[src/hw/rtl/ntc_table_temperature_interp_top_macros.svh]
// Assertion macros for the thermistor lookup RTL.
`ifndef NTC_TABLE_TEMPERATURE_INTERP_TOP_MACROS_SVH
`define NTC_TABLE_TEMPERATURE_INTERP_TOP_MACROS_SVH
`ifndef SYNTHESIS
`define NTC_TI_ASSERT(lbl, prop) \
  lbl: assert property (@(posedge clk_i) disable iff (!rst_ni) prop) \
    else $error("ntc_ti assertion failed");
`define NTC_TI_ASSERT_NR(lbl, prop) \
  lbl: assert property (@(posedge clk_i) prop) \
    else $error("ntc_ti assertion failed");
`else
`define NTC_TI_ASSERT(lbl, prop)
`define NTC_TI_ASSERT_NR(lbl, prop)
`endif
`endif

[src/hw/rtl/ntc_ti_pkg.sv]
// Constants and the ADC grid table of the thermistor temperature lookup.
`timescale 1ns / 1ps
package ntc_ti_pkg;

  localparam int TABLE_ENTRIES = 31;
  localparam int SAMPLE_WIDTH  = 16;
  localparam int GRID_STEP     = 50;
  localparam int TEMP_WIDTH    = 11;
  localparam int TEMP_MIN      = 0;
  localparam int TEMP_MAX      = (TABLE_ENTRIES - 1) * GRID_STEP;

  localparam int IDX_W  = (TABLE_ENTRIES > 2) ? $clog2(TABLE_ENTRIES) : 1;
  localparam int QUOT_W = $clog2(GRID_STEP + 1);
  localparam int NUM_W  = SAMPLE_WIDTH + QUOT_W + 1;
  localparam int BASE_W = $clog2(TEMP_MAX + 1);
  localparam int SEARCH_STAGES = (TABLE_ENTRIES > 2) ? $clog2(TABLE_ENTRIES - 1) : 1;

  // ADC sums, descending, one per grid step starting at 0.0 C
  localparam logic [SAMPLE_WIDTH-1:0] ADC_GRID [TABLE_ENTRIES] = '{
    16'd50782, 16'd48085, 16'd45204, 16'd42192, 16'd39107, 16'd36009, 16'd32956, 16'd29999,
    16'd27178, 16'd24524, 16'd22058, 16'd19790, 16'd17722, 16'd15850, 16'd14166, 16'd12658,
    16'd11313, 16'd10117, 16'd9054,  16'd8112,  16'd7277,  16'd6538,  16'd5883,  16'd5302,
    16'd4787,  16'd4329,  16'd3923,  16'd3560,  16'd3238,  16'd2950,  16'd2692
  };

endpackage

[src/hw/rtl/ntc_ti_adc_if.sv]
// Stream interface carrying one ADC sum item.
`timescale 1ns / 1ps
interface ntc_ti_adc_if
  import ntc_ti_pkg::*;
();
  logic                    valid;
  logic                    ready;
  logic [SAMPLE_WIDTH-1:0] adc_sum;

  modport source (output valid, output adc_sum, input ready);
  modport sink   (input valid, input adc_sum, output ready);
endinterface

[src/hw/rtl/ntc_ti_temp_if.sv]
// Stream interface carrying one temperature item.
`timescale 1ns / 1ps
interface ntc_ti_temp_if
  import ntc_ti_pkg::*;
();
  logic                  valid;
  logic                  ready;
  logic [TEMP_WIDTH-1:0] temperature;

  modport source (output valid, output temperature, input ready);
  modport sink   (input valid, input temperature, output ready);
endinterface

[src/hw/rtl/ntc_table_temperature_interp_top.sv]
// Thermistor ADC sum to temperature converter: table search and interpolation pipeline.
//
// Converts a 16-bit summed thermistor reading into tenths of a degree C (0..1500).
// The item passes an input register, a binary search over the ADC grid (one step per
// stage, 5 stages), a neighbor fetch stage, a scale stage (multiply by the grid step),
// a restoring divider with one quotient bit per stage (6 stages) and the output
// register. A new item may enter every cycle unless a result waits untaken.
// When the result is not taken, the whole pipeline holds and stops taking items.
`timescale 1ns / 1ps
`include "ntc_table_temperature_interp_top_macros.svh"
module ntc_table_temperature_interp_top
  import ntc_ti_pkg::*;
(
  input  logic          clk_i,
  input  logic          rst_ni,
  ntc_ti_adc_if.sink    sample_i,
  ntc_ti_temp_if.source temp_o
);

  localparam int S_PREP  = SEARCH_STAGES + 1;
  localparam int S_SCALE = SEARCH_STAGES + 2;
  localparam int S_DIV   = SEARCH_STAGES + 3;
  localparam int STAGES  = S_DIV + QUOT_W;

  typedef struct packed {
    logic [SAMPLE_WIDTH-1:0] x;
    logic [IDX_W-1:0]        lo;
    logic [IDX_W-1:0]        hi;
    logic                    clamp_hot;
    logic                    clamp_cold;
    logic                    exact;
    logic                    span_zero;
    logic [SAMPLE_WIDTH-1:0] span;
    logic [NUM_W-1:0]        rem;
    logic [QUOT_W-1:0]       quot;
  } pipe_t;

  pipe_t                 pipe_d [STAGES];
  pipe_t                 pipe_q [STAGES];
  logic [STAGES-1:0]     valid_q;
  logic                  out_valid_q;
  logic [TEMP_WIDTH-1:0] temp_d, temp_q;
  logic                  en;

  assign en             = !out_valid_q || temp_o.ready;
  assign sample_i.ready = en;
  assign temp_o.valid   = out_valid_q;
  assign temp_o.temperature = temp_q;

  for (genvar k = 0; k < STAGES; k++) begin : g_stage
    if (k == 0) begin : g_in
      always_comb begin
        pipe_d[k]            = '0;
        pipe_d[k].x          = sample_i.adc_sum;
        pipe_d[k].clamp_hot  = sample_i.adc_sum <= ADC_GRID[TABLE_ENTRIES-1];
        pipe_d[k].clamp_cold = sample_i.adc_sum >= ADC_GRID[0];
        pipe_d[k].lo         = '0;
        pipe_d[k].hi         = IDX_W'(TABLE_ENTRIES - 1);
      end
    end else if (k <= SEARCH_STAGES) begin : g_search
      logic [IDX_W:0]   sum;
      logic [IDX_W-1:0] mid;
      logic [IDX_W-1:0] gap;
      assign sum = {1'b0, pipe_q[k-1].lo} + {1'b0, pipe_q[k-1].hi};
      assign mid = sum[IDX_W:1];
      assign gap = pipe_q[k-1].hi - pipe_q[k-1].lo;
      always_comb begin
        pipe_d[k] = pipe_q[k-1];
        if (gap > IDX_W'(1)) begin
          if (pipe_q[k-1].x > ADC_GRID[mid]) begin
            pipe_d[k].hi = mid;
          end else begin
            pipe_d[k].lo = mid;
          end
        end
      end
    end else if (k == S_PREP) begin : g_prep
      logic [SAMPLE_WIDTH-1:0] v_lo, v_hi;
      assign v_lo = ADC_GRID[pipe_q[k-1].lo];
      assign v_hi = ADC_GRID[pipe_q[k-1].hi];
      always_comb begin
        pipe_d[k]       = pipe_q[k-1];
        pipe_d[k].exact = pipe_q[k-1].x >= v_lo;
        pipe_d[k].span  = v_lo - v_hi;
        pipe_d[k].rem   = NUM_W'(pipe_q[k-1].x - v_hi);
      end
    end else if (k == S_SCALE) begin : g_scale
      always_comb begin
        pipe_d[k]           = pipe_q[k-1];
        pipe_d[k].span_zero = pipe_q[k-1].span == '0;
        pipe_d[k].rem       = NUM_W'(pipe_q[k-1].rem * NUM_W'(GRID_STEP))
                            + NUM_W'(pipe_q[k-1].span >> 1);
      end
    end else begin : g_div
      localparam int B = QUOT_W - 1 - (k - S_DIV);
      logic [NUM_W-1:0] dvs;
      assign dvs = NUM_W'(pipe_q[k-1].span) << B;
      always_comb begin
        pipe_d[k] = pipe_q[k-1];
        if (pipe_q[k-1].rem >= dvs) begin
          pipe_d[k].rem     = pipe_q[k-1].rem - dvs;
          pipe_d[k].quot[B] = 1'b1;
        end
      end
    end
  end

  logic [BASE_W-1:0] base_lo, base_hi;
  assign base_lo = BASE_W'(pipe_q[STAGES-1].lo * GRID_STEP);
  assign base_hi = BASE_W'(pipe_q[STAGES-1].hi * GRID_STEP);

  always_comb begin
    if (pipe_q[STAGES-1].clamp_hot) begin
      temp_d = TEMP_WIDTH'(TEMP_MAX);
    end else if (pipe_q[STAGES-1].clamp_cold) begin
      temp_d = TEMP_WIDTH'(TEMP_MIN);
    end else if (pipe_q[STAGES-1].exact) begin
      temp_d = TEMP_WIDTH'(base_lo);
    end else if (pipe_q[STAGES-1].span_zero) begin
      temp_d = TEMP_WIDTH'(base_hi);
    end else begin
      temp_d = TEMP_WIDTH'(base_hi - BASE_W'(pipe_q[STAGES-1].quot));
    end
  end

  always_ff @(posedge clk_i or negedge rst_ni) begin
    if (!rst_ni) begin
      valid_q     <= '0;
      out_valid_q <= 1'b0;
    end else if (en) begin
      valid_q     <= {valid_q[STAGES-2:0], sample_i.valid};
      out_valid_q <= valid_q[STAGES-1];
    end
  end

  always_ff @(posedge clk_i) begin
    if (en) begin
      pipe_q <= pipe_d;
      temp_q <= temp_d;
    end
  end

  `NTC_TI_ASSERT(a_enter, sample_i.valid && sample_i.ready |=> valid_q[0])
  `NTC_TI_ASSERT(a_hold, temp_o.valid && !temp_o.ready |=> $stable(valid_q))
  `NTC_TI_ASSERT(a_bracket, valid_q[SEARCH_STAGES] && !pipe_q[SEARCH_STAGES].clamp_hot && !pipe_q[SEARCH_STAGES].clamp_cold |-> pipe_q[SEARCH_STAGES].hi == IDX_W'(pipe_q[SEARCH_STAGES].lo + 1'b1))
  `NTC_TI_ASSERT(a_range, temp_o.valid |-> temp_o.temperature <= TEMP_WIDTH'(TEMP_MAX))
  `NTC_TI_ASSERT_NR(a_rst_idle, !rst_ni |=> !temp_o.valid)

endmodule
[src/flat_wrapper.sv]
// flat-port wrapper written by rule: the top's interface ports become plain ports
module ntc_table_temperature_interp_top_flat import ntc_ti_pkg::*;
  (clk_i, rst_ni, sample_i_valid, sample_i_adc_sum, sample_i_ready, temp_o_valid, temp_o_temperature, temp_o_ready);
  ntc_ti_adc_if sample_i_i ();
  ntc_ti_temp_if temp_o_i ();
  input  logic clk_i;
  input  logic rst_ni;
  input wire logic [$bits(sample_i_i.valid)-1:0] sample_i_valid;
  input wire logic [$bits(sample_i_i.adc_sum)-1:0] sample_i_adc_sum;
  output wire logic [$bits(sample_i_i.ready)-1:0] sample_i_ready;
  output wire logic [$bits(temp_o_i.valid)-1:0] temp_o_valid;
  output wire logic [$bits(temp_o_i.temperature)-1:0] temp_o_temperature;
  input wire logic [$bits(temp_o_i.ready)-1:0] temp_o_ready;
  assign sample_i_i.valid = sample_i_valid;
  assign sample_i_i.adc_sum = sample_i_adc_sum;
  assign sample_i_ready = sample_i_i.ready;
  assign temp_o_valid = temp_o_i.valid;
  assign temp_o_temperature = temp_o_i.temperature;
  assign temp_o_i.ready = temp_o_ready;
  ntc_table_temperature_interp_top u_core (.clk_i(clk_i), .rst_ni(rst_ni), .sample_i(sample_i_i), .temp_o(temp_o_i));
endmodule
[config.mk]
export PLATFORM = sky130hd
export DESIGN_NAME = ntc_table_temperature_interp_top_flat
export DESIGN_NICKNAME = d
export VERILOG_FILES = /design/src/hw/rtl/ntc_ti_pkg.sv /design/src/hw/rtl/ntc_ti_adc_if.sv /design/src/hw/rtl/ntc_ti_temp_if.sv /design/src/hw/rtl/ntc_table_temperature_interp_top.sv /design/src/flat_wrapper.sv
export VERILOG_INCLUDE_DIRS = /design/src /design/src/hw/rtl
export SDC_FILE = /design/constraint.sdc
export NUM_CORES = 1
export LEC_CHECK = 0
export ABC_AREA = 0
export BUFFER_PORTS_ARGS = -buffer_cell sky130_fd_sc_hd__buf_2
export CAP_MARGIN = 20
export CORE_UTILIZATION = 57
export DETAILED_ROUTE_END_ITERATION = 16
export PLACE_DENSITY = 0.74
export SYNTH_ARGS = -nofsm -noshare
export SYNTH_HDL_FRONTEND = slang
export SYNTH_SLANG_ARGS = --single-unit
[constraint.sdc]
create_clock -name clk_i -period 31.2 [get_ports clk_i]
set_clock_uncertainty 0.05 [all_clocks]
set_input_delay 6.24 -clock clk_i [delete_from_list [all_inputs] [get_ports clk_i]]
set_output_delay 6.24 -clock clk_i [all_outputs]
set_load 0.01 [all_outputs]
==> summary.txt, run 1 <==
Floorplan
  – Chip width: 248 um
  – Die Span Y: 248 um
  – Placement row count: 89
  – Die area: 0.0615 mm^2
  – Initial core utilization: 0.580
  – Core ar.: 0.0595 mm^2
  – Io pins: 33

Drt
  – Final routed DRC violation total: 0
  – Detailed Route WL: 72.6 mm
  – Vias: 23600
  – Iter 0 DRT Violations: 1584
  – Drt wl/cell: 18.2 um
  – ANT nets after route: 0
  – Iteration count of the initial detailed-routing pass: 8
  – Drt via density: 5.92

Critical path
  – Crit path capture type: output port
  – Worst Path Arrival: 7.58 ns
  – CP Launch Type: input port
  – Data required, critical path: 24.91 ns
  – Worst-path maximum fanout: 81
  – Critical path type: input port to output port

Logic synthesis
  – Post-synth EDFFs: 552
  – Seq/Total Area, Yosys: 0.491
  – Synthesized area per cell: 11.0 um^2
  – Gate Count Post-Synth: 3151
  – Synth Register Bits: 567
  – Post-synthesis net count: 3571
  – Yosys cell types: 84
  – Cell Area, Synth: 0.0345 mm^2
  – Main synth FF type: edfxtp_1
  – Synthesis Warnings: 0
  – Async S/R FF share, synth: 0.0265

CTS
  – Clock buffer depth: 3
  – Inserted Clock Buffers: 58
  – CTS tree: done
  – Clk root buf: clkbuf_16
  – CTS H-tree lvls: 2
  – Clock transition at path regs: 0.06 ns
  – Setup Buffers After CTS: 0
  – Clock latency on the worst-skew pair: 0.64 ns
  – Sink Count: 567
  – Post-CTS resize count: 0
  – Hold buffers post-CTS: 0

Cells and area
  – Synth-to-layout area growth: 8.25%
  – Share of post-route cells with drive strength above 1: 0.0657
  – Final Util: 0.628
  – Antenna diode count: 0
  – Filler cells: 4581
  – Nets: 3587
  – Post-route design area: 0.0374 mm^2

Run status
  – Status: completed

Placed design
  – Final GP Congestion: 0.918
  – Hpwl dp: 54.2 mm
  – Port Buf Inserts: 32
  – Cell Area, Placed: 0.0355 mm^2

Global routing
  – Global-route wire length before repair: 117 mm
  – Largest net degree at the start of global routing: 206
  – Vias in the first global route: 23500
  – Remaining Overflow, GRT: 0
  – Tot GR Track Use: 0.239
  – Initial antenna violation count: 0

STA
  – Fmax: 72.1 MHz
  – Tmin final: 13.87 ns
  – Slew HR: 0.273
  – Hold Vio Cnt, Final: 0
  – Unrepaired setup endpoints after global routing: false
  – Setup violators final: 0
  – Final worst path period share: 0.445
  – Final Max Slew Viols: 0
  – Setup TNS: 0 ns
  – Worst Max-Slew Pin Slew: 1.09 ns
  – Worst hold slack: 0.365 ns

Min path
  – Hold Path Class: register to register

Run
  – Max_cap viols: 0
-- final timing paths --
| path | slack [ns] | endpoint | cells after the start | startpoint |
|---|---|---|---|---|
| max | 17.33 | sample_i_ready | 4 | temp_o_ready |
| min | 0.37 | u_core.pipe_d[131]$_DFFE_PP_ | 0 | u_core.pipe_d[206]$_DFFE_PP_ |
| max reg2reg | 25.58 | u_core.pipe_q[802]$_DFFE_PP_ | 21 | u_core.pipe_q[876]$_SDFFCE_PP1P_ |
| min reg2reg | 0.37 | u_core.pipe_d[131]$_DFFE_PP_ | 0 | u_core.pipe_d[206]$_DFFE_PP_ |
| max in group asynchronous | 25.41 | u_core.valid_q[10]$_DFFE_PN0P_ | 1 | rst_ni |
| min in group asynchronous | 5.46 | u_core.valid_q[12]$_DFFE_PN0P_ | 1 | rst_ni |
-- worst max-delay path, stage by stage --
cell and delay (ns):
buf_2 0.07, nand2b_4 0.10, buf_4 0.79, buf_2 0.28
-- Yosys cell counts, types with 53 or more instances --
cell type  count  area share
o21ai_0      207       0.030
inv_1        310       0.034
a21o_1        75       0.016
nor2_1       224       0.024
nand3_1       53      0.0077
clkbuf_1      89      0.0097
xor2_1        55       0.014
edfxtp_1     552        0.48
xnor2_1      109       0.028
ha_1         364        0.13
nand2_1      228       0.025
a21oi_1      212       0.031
-- cell type report --
| class | count | area [um^2] | share of cell area |
|---|---|---|---|
| sequential | 567 | 17000 | 0.454 |
| multi-input combinational | 2168 | 16000 | 0.429 |
| clock inverter | 35 | 370 | 0.00991 |
| clock buffer | 68 | 1490 | 0.0399 |
| timing repair buffer | 60 | 398 | 0.0107 |
| inverter | 312 | 1170 | 0.0314 |
| tap | 773 | 967 | 0.0259 |
-- registers in the layout, indices dropped and copies added (netlist names) --
name / count
u_core.valid_q: 14
u_core.temp_o.temperature: 11
u_core.pipe_d: 246
u_core.temp_o.valid: 1
u_core.g_stage.g_div.dvs: 90
u_core.pipe_q: 205
-- metal layers --
metal,up-vias,GRT usage,part of all wire
met3,182,0.0269,0.038
met2,609,0.442,0.52
li1,11500,-,-
met5,-,0,0
met1,11200,0.273,0.40
met4,0,0.115,0.047
-- per-stage QoR --
| stage | setup WS [ns] | std cells |
|---|---|---|
| final | 17.33 | 3983 |
| after global routing | 17.24 | 3983 |
| after CTS | 17.32 | 3981 |
| after detailed placement | 17.31 | 3878 |
| after global placement | 17.36 | 3878 |
| after floorplan | 3.17 | 3151 |
-- placed cells by master, fill, tap and decap left out, types with 16 or more instances in the layout --
master	instances
nor2_1	224
a21oi_1	212
mux2i_1	27
nor4_1	21
ha_1	364
mux2_2	48
inv_1	310
o211ai_1	18
xnor2_1	108
fa_1	36
nand4_1	24
buf_2	32
o21a_1	42
nand3_1	53
clkinv_1	16
a31oi_1	18
edfxtp_1	552
a21o_1	75
o22ai_1	17
nor3_1	46
buf_4	25
clkbuf_16	58
o31ai_1	18
o21bai_1	29
o21ai_0	207
xor2_1	55
nand2_1	228
nor2b_1	43
a211oi_1	30
nand2b_1	30
-- cell families after synthesis --
group | after synthesis | share of synthesized area
XOR/XNOR | 165 | 0.0423
multiplexers | 75 | 0.0235
AND/OR/NAND/NOR | 726 | 0.0966
buffers and inverters | 416 | 0.0458
other | 1 | 0.000109
AO/OA/AOI/OAI | 801 | 0.148
flip-flops | 567 | 0.491
adder cells (fa/ha/maj) | 400 | 0.153
Power of run 1 is not shown: default switching activity piles up to over one toggle a cycle in this logic, so the estimate is an artifact.
==> run 2: changes to the inputs <==
PLACE_DENSITY = 0.77   (was 0.74)
clock period = 11.2 ns   (was 31.2 ns; I/O delays follow)
==> run 2 against run 1 <==
- setup slack got worse by 12 ns
- register-to-register slack got worse by 20 ns
- first-iteration DRC count fell by 5.0%
- non-clock buffer count grew 1
- hold slack worse by 0.010 ns
- global-route usage barely moved
- sequential share of layout area fell by 0.11 points
==> summary.txt, run 2 (same netlist as run 1, synthesis figures left out) <==
Critical path
  – WP buf/inv: 2 (-1)
  – Cell chain of the critical path: ha_1, inv_1, fa_1, xnor2_1, inv_1, ha_1, nand2_1, nand3_1, nand3_1, o21ai_0, ha_1, a21o_1, a21o_1, a21o_1, a21oi_1, o21ai_0, o21ai_0, a21oi_1, nand2b_1, mux2_2
  – Worst Path Arrival: 5.80 ns (-1.78 ns)
  – Crit path capture type: register
  – Worst-path maximum fanout: 12 (-85%)
  – Critical path type: register to register
  – Data required, critical path: 11.50 ns (-13.41 ns)
  – CP top delay family: adder cells
  – CP Launch Type: register
  – Crit path largest cell delay: 0.66 ns (-0.13 ns)
  – Slowest cell on the critical path: xnor2_1

CTS
  – Clock buffer depth: 3 (unchanged)
  – Clk root buf: clkbuf_16
  – Setup Buffers After CTS: 0 (unchanged)
  – Hold buffers post-CTS: 0 (unchanged)
  – Clock transition at path regs: 0.06 ns (about the same)
  – Sink Count: 567 (unchanged)
  – Post-CTS resize count: 0 (unchanged)
  – CTS tree: done
  – Clock latency on the worst-skew pair: 0.64 ns (about the same)
  – Inserted Clock Buffers: 58 (unchanged)
  – CTS H-tree lvls: 2 (unchanged)

STA
  – Fmax: 182 MHz
  – Final Max Slew Viols: 0 (unchanged)
  – Unrepaired setup endpoints after global routing: false
  – Hold Vio Cnt, Final: 0 (unchanged)
  – Setup violators final: 0 (unchanged)
  – Slew HR: 0.287 (+0.0133)
  – Worst Max-Slew Pin Slew: 1.07 ns (-0.0200 ns)
  – Tmin final: 5.50 ns
  – Setup TNS: 0 ns (unchanged)
  – Final worst path period share: 0.491

Drt
  – Final routed DRC violation total: 0 (unchanged)
  – Detailed Route WL: 73.3 mm (+1.0%)
  – Drt wl/cell: 18.4 um (+0.87%)
  – Vias: 23700 (+0.50%)
  – Iter 0 DRT Violations: 1505 (-5.0%)
  – Iteration count of the initial detailed-routing pass: 6 (-2)
  – Drt via density: 5.94 (+0.35%)
  – ANT nets after route: 0 (unchanged)

Run status
  – Status: completed

Global routing
  – Remaining Overflow, GRT: 0 (unchanged)
  – Vias in the first global route: 23500 (+0.19%)
  – Largest net degree at the start of global routing: 185 (-10%)
  – Tot GR Track Use: 0.239 (about the same)
  – Initial antenna violation count: 0 (unchanged)
  – Global-route wire length before repair: 117 mm (-0.20%)

Cells and area
  – Share of post-route cells with drive strength above 1: 0.0669 (+0.00112)
  – Most common cell after layout, fill and taps aside: edfxtp_1
  – Filler cells: 4504 (-1.7%)
  – Nets: 3588 (+0.028%)
  – Antenna diode count: 0 (unchanged)
  – FF/Latch Area: 0.0170 mm^2 (unchanged)
  – Number of flip-flops in the largest register: 246 (unchanged)
  – Most frequent cells in the layout: edfxtp_1 (552), ha_1 (364), inv_1 (310), nand2_1 (228), nor2_1 (224)
  – Area occupied by multi-input gates: 0.0160 mm^2 (unchanged)
  – Post-route design area: 0.0374 mm^2 (+0.24%)
  – Synth-to-layout area growth: 8.51%

Floorplan
  – Chip width: 248 um (unchanged)
  – Io pins: 33 (unchanged)
  – Initial core utilization: 0.580 (unchanged)
  – Die area: 0.0615 mm^2 (unchanged)
  – Core ar.: 0.0595 mm^2 (unchanged)
  – Placement row count: 89 (unchanged)
  – Die Span Y: 248 um (unchanged)

Placed design
  – Final GP Congestion: 0.964 (+5.0%)
  – Hpwl dp: 54.3 mm (+0.12%)
  – Cell Area, Placed: 0.0355 mm^2 (unchanged)
  – Port Buf Inserts: 32 (unchanged)

Run
  – Max_cap viols: 0 (unchanged)

Min path
  – Hold Path Class: register to register
[run 2: changes by cell type in the layout (fill, tap and decap cells not counted), sizes merged]
| cell | delta |
|---|---|
| inv | -1 |
| clkinv | -1 |
| clkbuf | +6 |
| buf | +1 |
| bufinv | +1 |
[run 2: final timing paths]
check | slack [ns] | from | endpoint | cells after the start
worst max register to register | 5.70 | u_core.pipe_q[804]$_DFFE_PP_ | u_core.pipe_q[728]$_DFFE_PP_ | 20
worst min-delay path | 0.36 | u_core.pipe_d[305]$_SDFFCE_PN1P_ | u_core.pipe_d[230]$_DFFE_PP_ | 0
worst max-delay path | 5.70 | u_core.pipe_q[804]$_DFFE_PP_ | u_core.pipe_q[728]$_DFFE_PP_ | 20
worst min register to register | 0.36 | u_core.pipe_d[305]$_SDFFCE_PN1P_ | u_core.pipe_d[230]$_DFFE_PP_ | 0
min in group asynchronous | 1.45 | rst_ni | u_core.valid_q[1]$_DFFE_PN0P_ | 1
max in group asynchronous | 9.41 | rst_ni | u_core.valid_q[7]$_DFFE_PN0P_ | 1
[run 2: routing by layer]
metal | global-route usage | routed length (um) | part of all wire
met5 | 0 | 0 | 0
met3 | 0.0276 | 3110 | 0.042
met2 | 0.437 | 37300 | 0.51
met4 | 0.135 | 4260 | 0.058
met1 | 0.270 | 28600 | 0.39
[run 2: worst register-to-register path, cell delays in order, from the launching register on]
cell and delay (ns):
edfxtp_1 0.41, ha_1 0.16, inv_1 0.06, fa_1 0.41, xnor2_1 0.67, inv_1 0.41
ha_1 0.45, nand2_1 0.10, nand3_1 0.07, nand3_1 0.11, o21ai_0 0.13, ha_1 0.35
a21o_1 0.11, a21o_1 0.11, a21o_1 0.11, a21oi_1 0.05, o21ai_0 0.22, o21ai_0 0.11
a21oi_1 0.46, nand2b_1 0.31, mux2_2 0.34
[run 2: cell type report]
class                      instances  share of cell area
timing repair buffer              61              0.0112
tap                              773              0.0258
clock inverter                    34              0.0111
multi-input combinational       2168               0.428
sequential                       567               0.453
inverter                         312              0.0313
clock buffer                      74              0.0404
[run 2: metrics by stage]
step | setup WS, ns | std cells | utilization | hold slack [ns]
final | 5.70 | 3989 | 0.630 | 0.355
after global routing | 5.40 | 3989 | 0.630 | 0.367
after CTS | 5.68 | 3986 | 0.629 | 0.349
after detailed placement | 5.02 | 3878 | 0.596 | 0.355
after global placement | 5.13 | 3878 | 0.596 | 0.350
after floorplan | 2.64 | 3151 | - | 0.350
Power of run 2 is left out for the same reason.
